<file path="src/skvt_pkg.sv">
package skvt_pkg;

  // table geometry
  localparam int unsigned SLOTS = 16;
  localparam int unsigned IDX_W = (SLOTS > 1) ? $clog2(SLOTS) : 1;
  localparam int unsigned CNT_W = $clog2(SLOTS + 1);

  localparam int unsigned KEY_W = 64;
  localparam int unsigned VAL_W = 64;

  // request codes
  localparam logic [1:0] REQ_SET = 2'd0;
  localparam logic [1:0] REQ_GET = 2'd1;
  localparam logic [1:0] REQ_DEL = 2'd2;

  // status codes
  localparam logic [1:0] ST_OK     = 2'd0;
  localparam logic [1:0] ST_MISS   = 2'd1;
  localparam logic [1:0] ST_BADKEY = 2'd2;

  typedef struct packed {
    logic [1:0]       req_type;
    logic [KEY_W-1:0] lookup_key;
    logic [VAL_W-1:0] write_value;
  } skvt_req_t;

  typedef struct packed {
    logic [1:0]       status;
    logic [VAL_W-1:0] read_value;
  } skvt_rsp_t;

  // slot memory access from the controller
  typedef struct packed {
    logic             rd_en;
    logic [IDX_W-1:0] rd_addr;
    logic             wr_en;
    logic [IDX_W-1:0] wr_addr;
    logic [KEY_W-1:0] wr_key;
    logic [VAL_W-1:0] wr_val;
  } skvt_mem_req_t;

  typedef struct packed {
    logic [KEY_W-1:0] rd_key;
    logic [VAL_W-1:0] rd_val;
  } skvt_mem_rsp_t;

endpackage

</file>
<file path="src/small_key_value_slot_table_core.sv">
// Key/value slot table with SLOTS entries of 64-bit key and 64-bit value; a
// zero key marks an empty slot. A request (set, get or delete) is taken when
// start is high and busy is low, and exactly one result follows on rsp_o,
// valid for the single cycle in which done_o is high. The receiver cannot
// stall: the result must be taken in that cycle. Every request runs a full
// scan that reads one slot per cycle from the slot memory through its
// registered read port, followed by a finish state for the write-back and
// the result. busy stays high until the result cycle ends.
module small_key_value_slot_table_core
  import skvt_pkg::*;
(
  input  logic      clk_i,
  input  logic      rst_ni,
  input  logic      start,
  input  skvt_req_t req_i,
  output logic      busy,
  output logic      done_o,
  output skvt_rsp_t rsp_o
);

  // controller to memory transfer and read data back
  skvt_mem_req_t mem_req;
  skvt_mem_rsp_t mem_rsp;

  // scan sequencer: issues reads, tracks first match and first empty slot,
  // then writes back and presents the result
  skvt_scan_ctrl u_ctrl (
    .clk_i     (clk_i),
    .rst_ni    (rst_ni),
    .start     (start),
    .req_i     (req_i),
    .busy      (busy),
    .done_o    (done_o),
    .rsp_o     (rsp_o),
    .mem_req_o (mem_req),
    .mem_rsp_i (mem_rsp)
  );

  // slot storage with a registered read port, empty after reset
  skvt_slot_mem u_mem (
    .clk_i     (clk_i),
    .rst_ni    (rst_ni),
    .mem_req_i (mem_req),
    .mem_rsp_o (mem_rsp)
  );

`ifndef NO_ASSERTIONS
  // result cycle always returns the block to idle
  a_done_idle: assert property (@(posedge clk_i) disable iff (!rst_ni)
    done_o |=> !busy)
    else $error("block still busy after result");

  // an accepted request never answers in the next cycle
  a_accept_busy: assert property (@(posedge clk_i) disable iff (!rst_ni)
    (start && !busy) |=> (busy && !done_o))
    else $error("accepted request did not start a scan");

  // slot writes happen only in the result cycle
  a_write_at_done: assert property (@(posedge clk_i) disable iff (!rst_ni)
    mem_req.wr_en |-> done_o)
    else $error("slot write outside result cycle");

  // failed requests return a zero value
  a_fail_zero: assert property (@(posedge clk_i) disable iff (!rst_ni)
    (done_o && rsp_o.status != ST_OK) |-> (rsp_o.read_value == '0))
    else $error("nonzero value on failed request");
`endif

endmodule

</file>
<file path="src/skvt_slot_mem.sv">
module skvt_slot_mem
  import skvt_pkg::*;
(
  input  logic          clk_i,
  input  logic          rst_ni,
  input  skvt_mem_req_t mem_req_i,
  output skvt_mem_rsp_t mem_rsp_o
);

  logic [KEY_W-1:0] key_mem [SLOTS];
  logic [VAL_W-1:0] val_mem [SLOTS];
  logic [SLOTS-1:0] valid_q;

  logic [KEY_W-1:0] rd_key_q;
  logic [VAL_W-1:0] rd_val_q;
  logic             rd_vld_q;

  // storage and registered read port
  always_ff @(posedge clk_i) begin
    if (mem_req_i.wr_en) begin
      key_mem[mem_req_i.wr_addr] <= mem_req_i.wr_key;
      val_mem[mem_req_i.wr_addr] <= mem_req_i.wr_val;
    end
    if (mem_req_i.rd_en) begin
      rd_key_q <= key_mem[mem_req_i.rd_addr];
      rd_val_q <= val_mem[mem_req_i.rd_addr];
    end
  end

  // never-written slots read as empty
  always_ff @(posedge clk_i or negedge rst_ni) begin
    if (!rst_ni) begin
      valid_q  <= '0;
      rd_vld_q <= 1'b0;
    end else begin
      if (mem_req_i.wr_en) begin
        valid_q[mem_req_i.wr_addr] <= 1'b1;
      end
      if (mem_req_i.rd_en) begin
        rd_vld_q <= valid_q[mem_req_i.rd_addr];
      end
    end
  end

  assign mem_rsp_o.rd_key = rd_vld_q ? rd_key_q : '0;
  assign mem_rsp_o.rd_val = rd_vld_q ? rd_val_q : '0;

endmodule

</file>
<file path="src/skvt_scan_ctrl.sv">
module skvt_scan_ctrl
  import skvt_pkg::*;
(
  input  logic          clk_i,
  input  logic          rst_ni,
  input  logic          start,
  input  skvt_req_t     req_i,
  output logic          busy,
  output logic          done_o,
  output skvt_rsp_t     rsp_o,
  output skvt_mem_req_t mem_req_o,
  input  skvt_mem_rsp_t mem_rsp_i
);

  typedef enum logic [2:0] {
    S_IDLE   = 3'b001,
    S_SCAN   = 3'b010,
    S_FINISH = 3'b100
  } state_e;

  state_e           state_q, state_d;
  skvt_req_t        req_q, req_d;
  logic [CNT_W-1:0] cnt_q, cnt_d;
  logic             rd_pend_q, rd_pend_d;
  logic [IDX_W-1:0] cmp_idx_q, cmp_idx_d;
  logic             found_q, found_d;
  logic [IDX_W-1:0] hit_idx_q, hit_idx_d;
  logic [VAL_W-1:0] hit_val_q, hit_val_d;
  logic             empty_q, empty_d;
  logic [IDX_W-1:0] empty_idx_q, empty_idx_d;

  logic issue;
  logic key_zero;

  assign issue    = (cnt_q != CNT_W'(SLOTS));
  assign key_zero = (req_q.lookup_key == '0);

  always_comb begin
    state_d     = state_q;
    req_d       = req_q;
    cnt_d       = cnt_q;
    rd_pend_d   = 1'b0;
    cmp_idx_d   = cmp_idx_q;
    found_d     = found_q;
    hit_idx_d   = hit_idx_q;
    hit_val_d   = hit_val_q;
    empty_d     = empty_q;
    empty_idx_d = empty_idx_q;

    mem_req_o         = '0;
    mem_req_o.rd_addr = cnt_q[IDX_W-1:0];

    done_o           = 1'b0;
    rsp_o.status     = ST_MISS;
    rsp_o.read_value = '0;

    unique case (state_q)
      S_IDLE: begin
        if (start) begin
          req_d   = req_i;
          cnt_d   = '0;
          found_d = 1'b0;
          empty_d = 1'b0;
          state_d = S_SCAN;
        end
      end

      S_SCAN: begin
        // issue one read per cycle and compare the data that the registered read returns
        if (issue) begin
          mem_req_o.rd_en = 1'b1;
          rd_pend_d       = 1'b1;
          cmp_idx_d       = cnt_q[IDX_W-1:0];
          cnt_d           = cnt_q + CNT_W'(1);
        end else begin
          state_d = S_FINISH;
        end
        if (rd_pend_q) begin
          if (mem_rsp_i.rd_key == req_q.lookup_key && !found_q) begin
            found_d   = 1'b1;
            hit_idx_d = cmp_idx_q;
            hit_val_d = mem_rsp_i.rd_val;
          end
          if (mem_rsp_i.rd_key == '0 && !empty_q) begin
            empty_d     = 1'b1;
            empty_idx_d = cmp_idx_q;
          end
        end
      end

      S_FINISH: begin
        done_o  = 1'b1;
        state_d = S_IDLE;
        if (key_zero) begin
          rsp_o.status = ST_BADKEY;
        end else begin
          unique case (req_q.req_type)
            REQ_SET: begin
              if (found_q || empty_q) begin
                rsp_o.status      = ST_OK;
                mem_req_o.wr_en   = 1'b1;
                mem_req_o.wr_addr = found_q ? hit_idx_q : empty_idx_q;
                mem_req_o.wr_key  = req_q.lookup_key;
                mem_req_o.wr_val  = req_q.write_value;
              end
            end
            REQ_GET: begin
              if (found_q) begin
                rsp_o.status     = ST_OK;
                rsp_o.read_value = hit_val_q;
              end
            end
            REQ_DEL: begin
              if (found_q) begin
                rsp_o.status      = ST_OK;
                rsp_o.read_value  = hit_val_q;
                mem_req_o.wr_en   = 1'b1;
                mem_req_o.wr_addr = hit_idx_q;
              end
            end
            default: begin
              rsp_o.status = ST_MISS;
            end
          endcase
        end
      end

      default: begin
        state_d = S_IDLE;
      end
    endcase
  end

  assign busy = (state_q != S_IDLE);

  always_ff @(posedge clk_i or negedge rst_ni) begin
    if (!rst_ni) begin
      state_q   <= S_IDLE;
      cnt_q     <= '0;
      rd_pend_q <= 1'b0;
      found_q   <= 1'b0;
      empty_q   <= 1'b0;
    end else begin
      state_q   <= state_d;
      cnt_q     <= cnt_d;
      rd_pend_q <= rd_pend_d;
      found_q   <= found_d;
      empty_q   <= empty_d;
    end
  end

  always_ff @(posedge clk_i) begin
    req_q       <= req_d;
    cmp_idx_q   <= cmp_idx_d;
    hit_idx_q   <= hit_idx_d;
    hit_val_q   <= hit_val_d;
    empty_idx_q <= empty_idx_d;
  end

endmodule
</file>
<file path="config.mk">
export PLATFORM = sky130hd
export DESIGN_NAME = small_key_value_slot_table_core
export DESIGN_NICKNAME = d
export VERILOG_FILES = /design/src/skvt_pkg.sv /design/src/small_key_value_slot_table_core.sv /design/src/skvt_slot_mem.sv /design/src/skvt_scan_ctrl.sv
export SDC_FILE = /design/constraint.sdc
export NUM_CORES = 2
export LEC_CHECK = 0
export ABC_AREA = 1
export BUFFER_PORTS_ARGS = -buffer_cell sky130_fd_sc_hd__buf_2
export CAP_MARGIN = 20
export CORE_MARGIN = 2
export CORE_UTILIZATION = 35
export DETAILED_ROUTE_END_ITERATION = 6
export PLACE_DENSITY = 0.5
export SYNTH_ARGS = -nofsm -noshare
export SYNTH_HDL_FRONTEND = slang
export SYNTH_SLANG_ARGS = --single-unit
</file>
<file path="constraint.sdc">
create_clock -name clk_i -period 7.9 [get_ports clk_i]
set_input_delay 0.79 -clock clk_i [delete_from_list [all_inputs] [get_ports clk_i]]
set_output_delay 0.79 -clock clk_i [all_outputs]
set_load 0.02 [all_outputs]
</file>
Word level (Yosys, flattened, before mapping)
Memory sizes are Yosys's and may differ from the RTL's. A register that Yosys moved wholly into a read port is not among the register bits.
Index checks and enable logic that the tools add are counted.
- register bits after elaboration: 234
- bits in writable memories: 2048
- input port bits: 133
- logic and storage cells: 91
- memories: 2
- add/subtract/negate cells: 1
- magnitude comparators: 3
- eq/ne operators: 14
- muxes and demuxes: 37
- bitwise logic cells: 1
- reductions and logical operators: 19
- memories (memory ; depth ; bits a word ; read ports ; clocked after Yosys merged registers in ; wr ports ; RTL line ; text):
    u_mem.key_mem ; 16 ; 64 ; 1 ; 1 ; 1 ; skvt_slot_mem.sv:10 ; logic [KEY_W-1:0] key_mem [SLOTS];
    u_mem.val_mem ; 16 ; 64 ; 1 ; 1 ; 1 ; skvt_slot_mem.sv:11 ; logic [VAL_W-1:0] val_mem [SLOTS];
- operators by type and width (kind ; count):
    133-bit two-way mux ; 3
    64-bit two-way mux ; 3
    64-bit zero test ; 2
    128-bit two-way mux ; 1
    66-bit two-way mux ; 1
    65-bit two-way mux ; 1
    64-bit equality test ; 1
    5-bit one-hot mux with 2 select lines ; 2
    16-bit bitwise OR ; 1
    5-bit two-way mux ; 3
    1-bit two-way mux ; 13
    4-bit by 5-bit less-than comparator with 1-bit output (second input constant) ; 2
    3-bit AND reduction ; 3
    2-bit by 1-bit inequality test with 1-bit output (second input constant) ; 4
    4-bit AND reduction ; 2
    3-bit two-way mux ; 2
    3-bit one-hot mux with 2 select lines ; 1
    2-bit AND reduction ; 3
    5-bit by 1-bit adder with 5-bit output (second input constant) ; 1
    5-bit inequality test (second input constant) ; 1
    1-bit binary-select mux with 4-bit select ; 1
    1-bit demux with 4-bit select ; 1
    4-bit by 1-bit greater-or-equal comparator with 1-bit output (second input constant) ; 1
    4-bit two-way mux ; 1
    other kinds (16) ; 21

Longest topological paths before layout
- depth in word-level cells: 10
- gate-level depth with buffers: 13
- depth with buffers taken out: 11

Hierarchy
From an unflattened synthesis, not the netlist that was laid out.
- cells, all modules: 7820
- area, all modules: 97096.9 sq um
- by module, submodules not included (module ; instances ; cells each ; area each (sq um) ; sequential area each (sq um)):
    skvt_slot_mem ; 1 ; 6722 ; 86633.1 ; 65768.1
    skvt_scan_ctrl ; 1 ; 1098 ; 10463.8 ; 6462.4

Worst setup path before layout
Ideal clock, no wire load.
- path kind: register to register
- start: register u_ctrl.state_q[1]
- end: memory u_mem.key_mem[7][0] (enable)
- setup time: 617 ps
- data arrival time: 6685 ps
- setup slack: 598 ps
- cell stages (with the launch flop): 6
- buffers on the path: 0
- path through: dfrtp_1 > nor3_4 > nand2_4 > a21oi_4 > nand3_2 > nor2_1
- longest elaborated chain between the ends: 4
- RTL lines (item ; RTL line ; text):
    start, declared ; skvt_scan_ctrl.sv:21 ; state_e state_q, state_d;
    start signal, assigned ; skvt_scan_ctrl.sv:144 ; state_q <= state_d;
    3-bit equality test (*) ; skvt_scan_ctrl.sv:57 ; unique case (state_q)
    133-bit two-way mux (*) ; skvt_scan_ctrl.sv:57 ;
    1-bit two-way mux ; skvt_slot_mem.sv:20 ; if (mem_req_i.wr_en) begin
    1-bit two-way mux (implied by the code) ; skvt_slot_mem.sv:21 ; key_mem[mem_req_i.wr_addr] <= mem_req_i.wr_key;
    end, declared ; skvt_slot_mem.sv:10 ;
Mark *: on every way between the ends. The rest lies on a longest branch, timed or not.

==> key figures <==
Status
  – Outcome: completed

Worst setup path
  – Crit path max fanout: 80
  – Critical path cell sequence: nor2_1, nand2_1, nor2_1, nand2_1, nor2_1, nand2_8, buf_4, buf_4, nand2_1, nor2_1, buf_2
  – Most frequent CP cell: nor2_1
  – Setup crit end kind: output pin
  – Slowest stage cell on the critical path: edfxtp_1
  – WP data arrival: 3980 ps
  – Crit-path max cell delay: approximately 430 ps
  – R2R depth: 10
  – Crit path max-delay family: simple AND/OR/NAND/NOR gates
  – Crit path depth: 11
  – Buffers & Inverters on Critical Path: 3
  – Crit path launch type: flip-flop
  – Critical path class: reg -> out
  – Critical Path RT: slightly above 7000 ps

Route
  – Vias: between 50000 and 60000
  – Post-route DRC: 0
  – Antenna viol nets, final: 0
  – DRT Pass-1 Iters: 6
  – Drt total wl: around 280 mm
  – Vias per cell: ~5.3
  – Initial drt markers: around 5300
  – Routed length per instance: approximately 25 µm

Timing
  – Final setup fails: 0
  – Final worst path period need: 4770 ps
  – Final period utilization: ~60%
  – Slew @ Worst Pin: between 1000 and 1500 ps
  – Max-slew headroom: a little under a fifth
  – Final hold vios: 0
  – Max-slew violation count: 0
  – Worst hold slack: approximately 74 ps
  – Unrepaired setup endpoints after global routing: false
  – Total negative slack: 0 ps
  – Highest Clock Rate: 0.210 GHz
  – Post-Route Skew: 52.9 ps

Clocking
  – CTS H-tree depth: 4
  – Clock latency on the worst-skew pair: a little over 900 ps
  – Post-CTS setup buffers: 0
  – Clk buf depth: 3
  – Clock Sink Count: ~2400
  – CTS Buf Count: around 240
  – Clock transition at path regs: roughly 60 ps
  – Root buffer cell: clkbuf_16
  – CTS tree: done

Synthesis
  – Unique cell type count in the Yosys netlist: 37
  – Sequential area share after synthesis: 76.9%
  – FF+latch count, synth: roughly 2400
  – Most used DFF post-synth: edfxtp_1
  – Post-Syn Area: approximately 94000 µm²
  – Yosys Warn Count: 0
  – Mapped Cells: 7206
  – Post-Syn Nets: between 7000 and 8000
  – Post-synth ARST share: 1.16%
  – Synthesized area per cell: between 10 and 15 µm²
  – Number of synthesized flops with an enable pin: between 2000 and 2500

Finish
  – Fin cells: between 10000 and 15000
  – Net count, final: ~7500
  – Area growth syn-to-layout: 13.3%
  – Share of post-route cells with drive strength above 1: approximately 9.0%

Power and ir drop
  – Power, Total: roughly 33 mW
  – P per Cell Area: between 300 and 400 nW/µm²
  – P_leak: ~39 nW
  – Max rail drop VDD: 0.228 mV

Die
  – IO Count: approximately 200
  – Die area: around 270000 µm²
  – Site Rows: 190
  – Chip width: 522 µm
  – Initial core utilization: 35.1%
  – Chip height: 522 µm
  – Core area: between 200000 and 300000 µm²

GRT
  – Total GRT Usage: between 20% and 30%
  – Initial antenna violation count: 4
  – First-pass GRT wire length: around 410 mm
  – Largest net degree at the start of global routing: ~220
  – Aggregate global routing overflow: 0
  – Vias in the first global route: 56700

Placement
  – DP Wirelength: ~150 mm
  – # port buffers: 200
  – Placed Instances: roughly 11000
  – Final Wtd Congestion: roughly 0.90

Hold path
  – Hold WC Path Type: in -> reg
  – Cell count of the worst hold path: 1

Job
  – MaxCap Viol Count: 0
-- worst paths after layout --
path                       slack, ps                start              endpoint
max in group asynchronous       6630               rst_ni        u_mem.rd_vld_q
hold reg to reg                  440  u_ctrl.cmp_idx_q[0]   u_ctrl.hit_idx_q[0]
setup reg to reg                3430       u_mem.rd_vld_q  u_ctrl.hit_val_q[12]
setup / recovery                3130    u_ctrl.req_q[119]             rsp_o[57]
hold / removal                    70             req_i[1]       u_ctrl.req_q[1]
min in group asynchronous        690               rst_ni     u_mem.valid_q[12]
-- cells in the final DEF, fill, tap and decap left out, types with 45 or more instances in the layout --
master / netlist / routed
buf_2: 150 / 200
buf_4: 31 / 79
clkinv_1: 0 / 61
o21ai_0: 1033 / 1033
clkbuf_1: 254 / 59
clkbuf_16: 0 / 245
inv_1: 179 / 165
o22ai_1: 513 / 513
nand2_1: 962 / 962
nor2_1: 1325 / 1316
nand3_1: 99 / 97
clkinv_2: 0 / 45
nand4_1: 167 / 167
edfxtp_1: 2382 / 2382
-- cell usage after synthesis (2+ instances only) --
cell,number,area (µm²)
buf_1,14,52.6
nor3b_1,2,15.0
edfxtp_1,2382,71500
buf_6,7,78.8
buf_4,31,233
nand3_1,99,495
inv_1,179,672
inv_2,3,11.3
o21ai_2,2,17.5
nor3_1,4,20.0
o21ai_0,1033,5170
o22ai_1,513,3210
buf_2,150,751
clkbuf_1,254,953
o21bai_1,4,30.0
nor2_2,3,18.8
ha_1,5,62.6
nor2_4,2,22.5
a21oi_4,2,32.5
nor2_1,1325,4970
xor2_1,4,35.0
nand2_2,3,18.8
o21ai_1,5,25.0
a21oi_1,13,65.1
nand2_1,962,3610
nand4_1,167,1040
dfrtp_1,27,676
mux2i_1,2,20.0
-- state kept, by name, summed over array words and instances (netlist names) --
register / cells
u_ctrl.cmp_idx_q: 4
u_ctrl.cnt_q: 5
u_ctrl.empty_idx_q: 4
u_ctrl.empty_q: 1
u_ctrl.found_q: 1
u_ctrl.hit_idx_q: 4
u_ctrl.hit_val_q: 64
u_ctrl.rd_pend_q: 1
u_ctrl.req_q: 130
u_ctrl.state_q: 3
u_mem.key_mem: 1024
u_mem.rd_key_q: 64
u_mem.rd_val_q: 64
u_mem.rd_vld_q: 1
u_mem.val_mem: 1024
u_mem.valid_q: 16
-- logic make-up (layout without fill, tap and decap cells) --
| kind of cell | after synthesis | after routing | share of synthesized area [%] |
|---|---|---|---|
| simple gates | 2572 | 2572 | 10.9 |
| other cells | 0 | 4 | 0 |
| buf+inv | 639 | 959 | 2.94 |
| compound gates | 1574 | 1574 | 9.12 |
| flops | 2410 | 2410 | 76.9 |
| xor+xnor | 4 | 4 | 0.0373 |
| mux | 2 | 2 | 0.0213 |
| fa+ha+maj | 5 | 5 | 0.0666 |
-- timing repair --
action	4_1_cts	5_1_grt
gates resized for setup	0	0
setup endpoints to repair	0	0
hold endpoints to repair	57	0
hold buffers	31	0
-- metrics by stage --
stage	worst slack (ps)	utilization [%]	area, µm²
3_5_place_dp	3390	36.8	98400
2_1_floorplan	598	-	93900
3_3_place_gp	3340	36.8	98400
6_report	3130	39.8	106000
4_1_cts	3100	39.8	106000
5_1_grt	3000	39.8	106000
-- per-layer routing --
layer / wire (µm) / global-route usage (%) / up-vias / part of all wire [%]
met2: 139000 / 34.4 / 1591 / 49
met4: 7280 / 5.50 / 0 / 2.6
met1: 123000 / 27.7 / 30300 / 43
met3: 13100 / 2.35 / 350 / 4.6
li1: - / - / 26500 / -
met5: 0 / 0 / - / 0
-- cell type report --
type,count,area (µm²)
Clock buffer,304,6350
Timing Repair Buffer,330,2270
Multi-Input combinational cell,4157,19100
Inverter,183,813
Fill cell,25100,161000
Antenna cell,4,10.0
Tap cell,3552,4440
Clock inverter,142,1230
Sequential cell,2410,72200
-- power by group --
| group | total, mW | internal [mW] | switching, mW | leakage (nW) |
|---|---|---|---|---|
| clock network | 11.1 | 6.17 | 4.91 | 3.71 |
| registers | 14.9 | 14.5 | 0.442 | 24.9 |
| logic | 6.65 | 1.85 | 4.80 | 10.6 |
No activity file was read; power rests on OpenSTA's default activity.
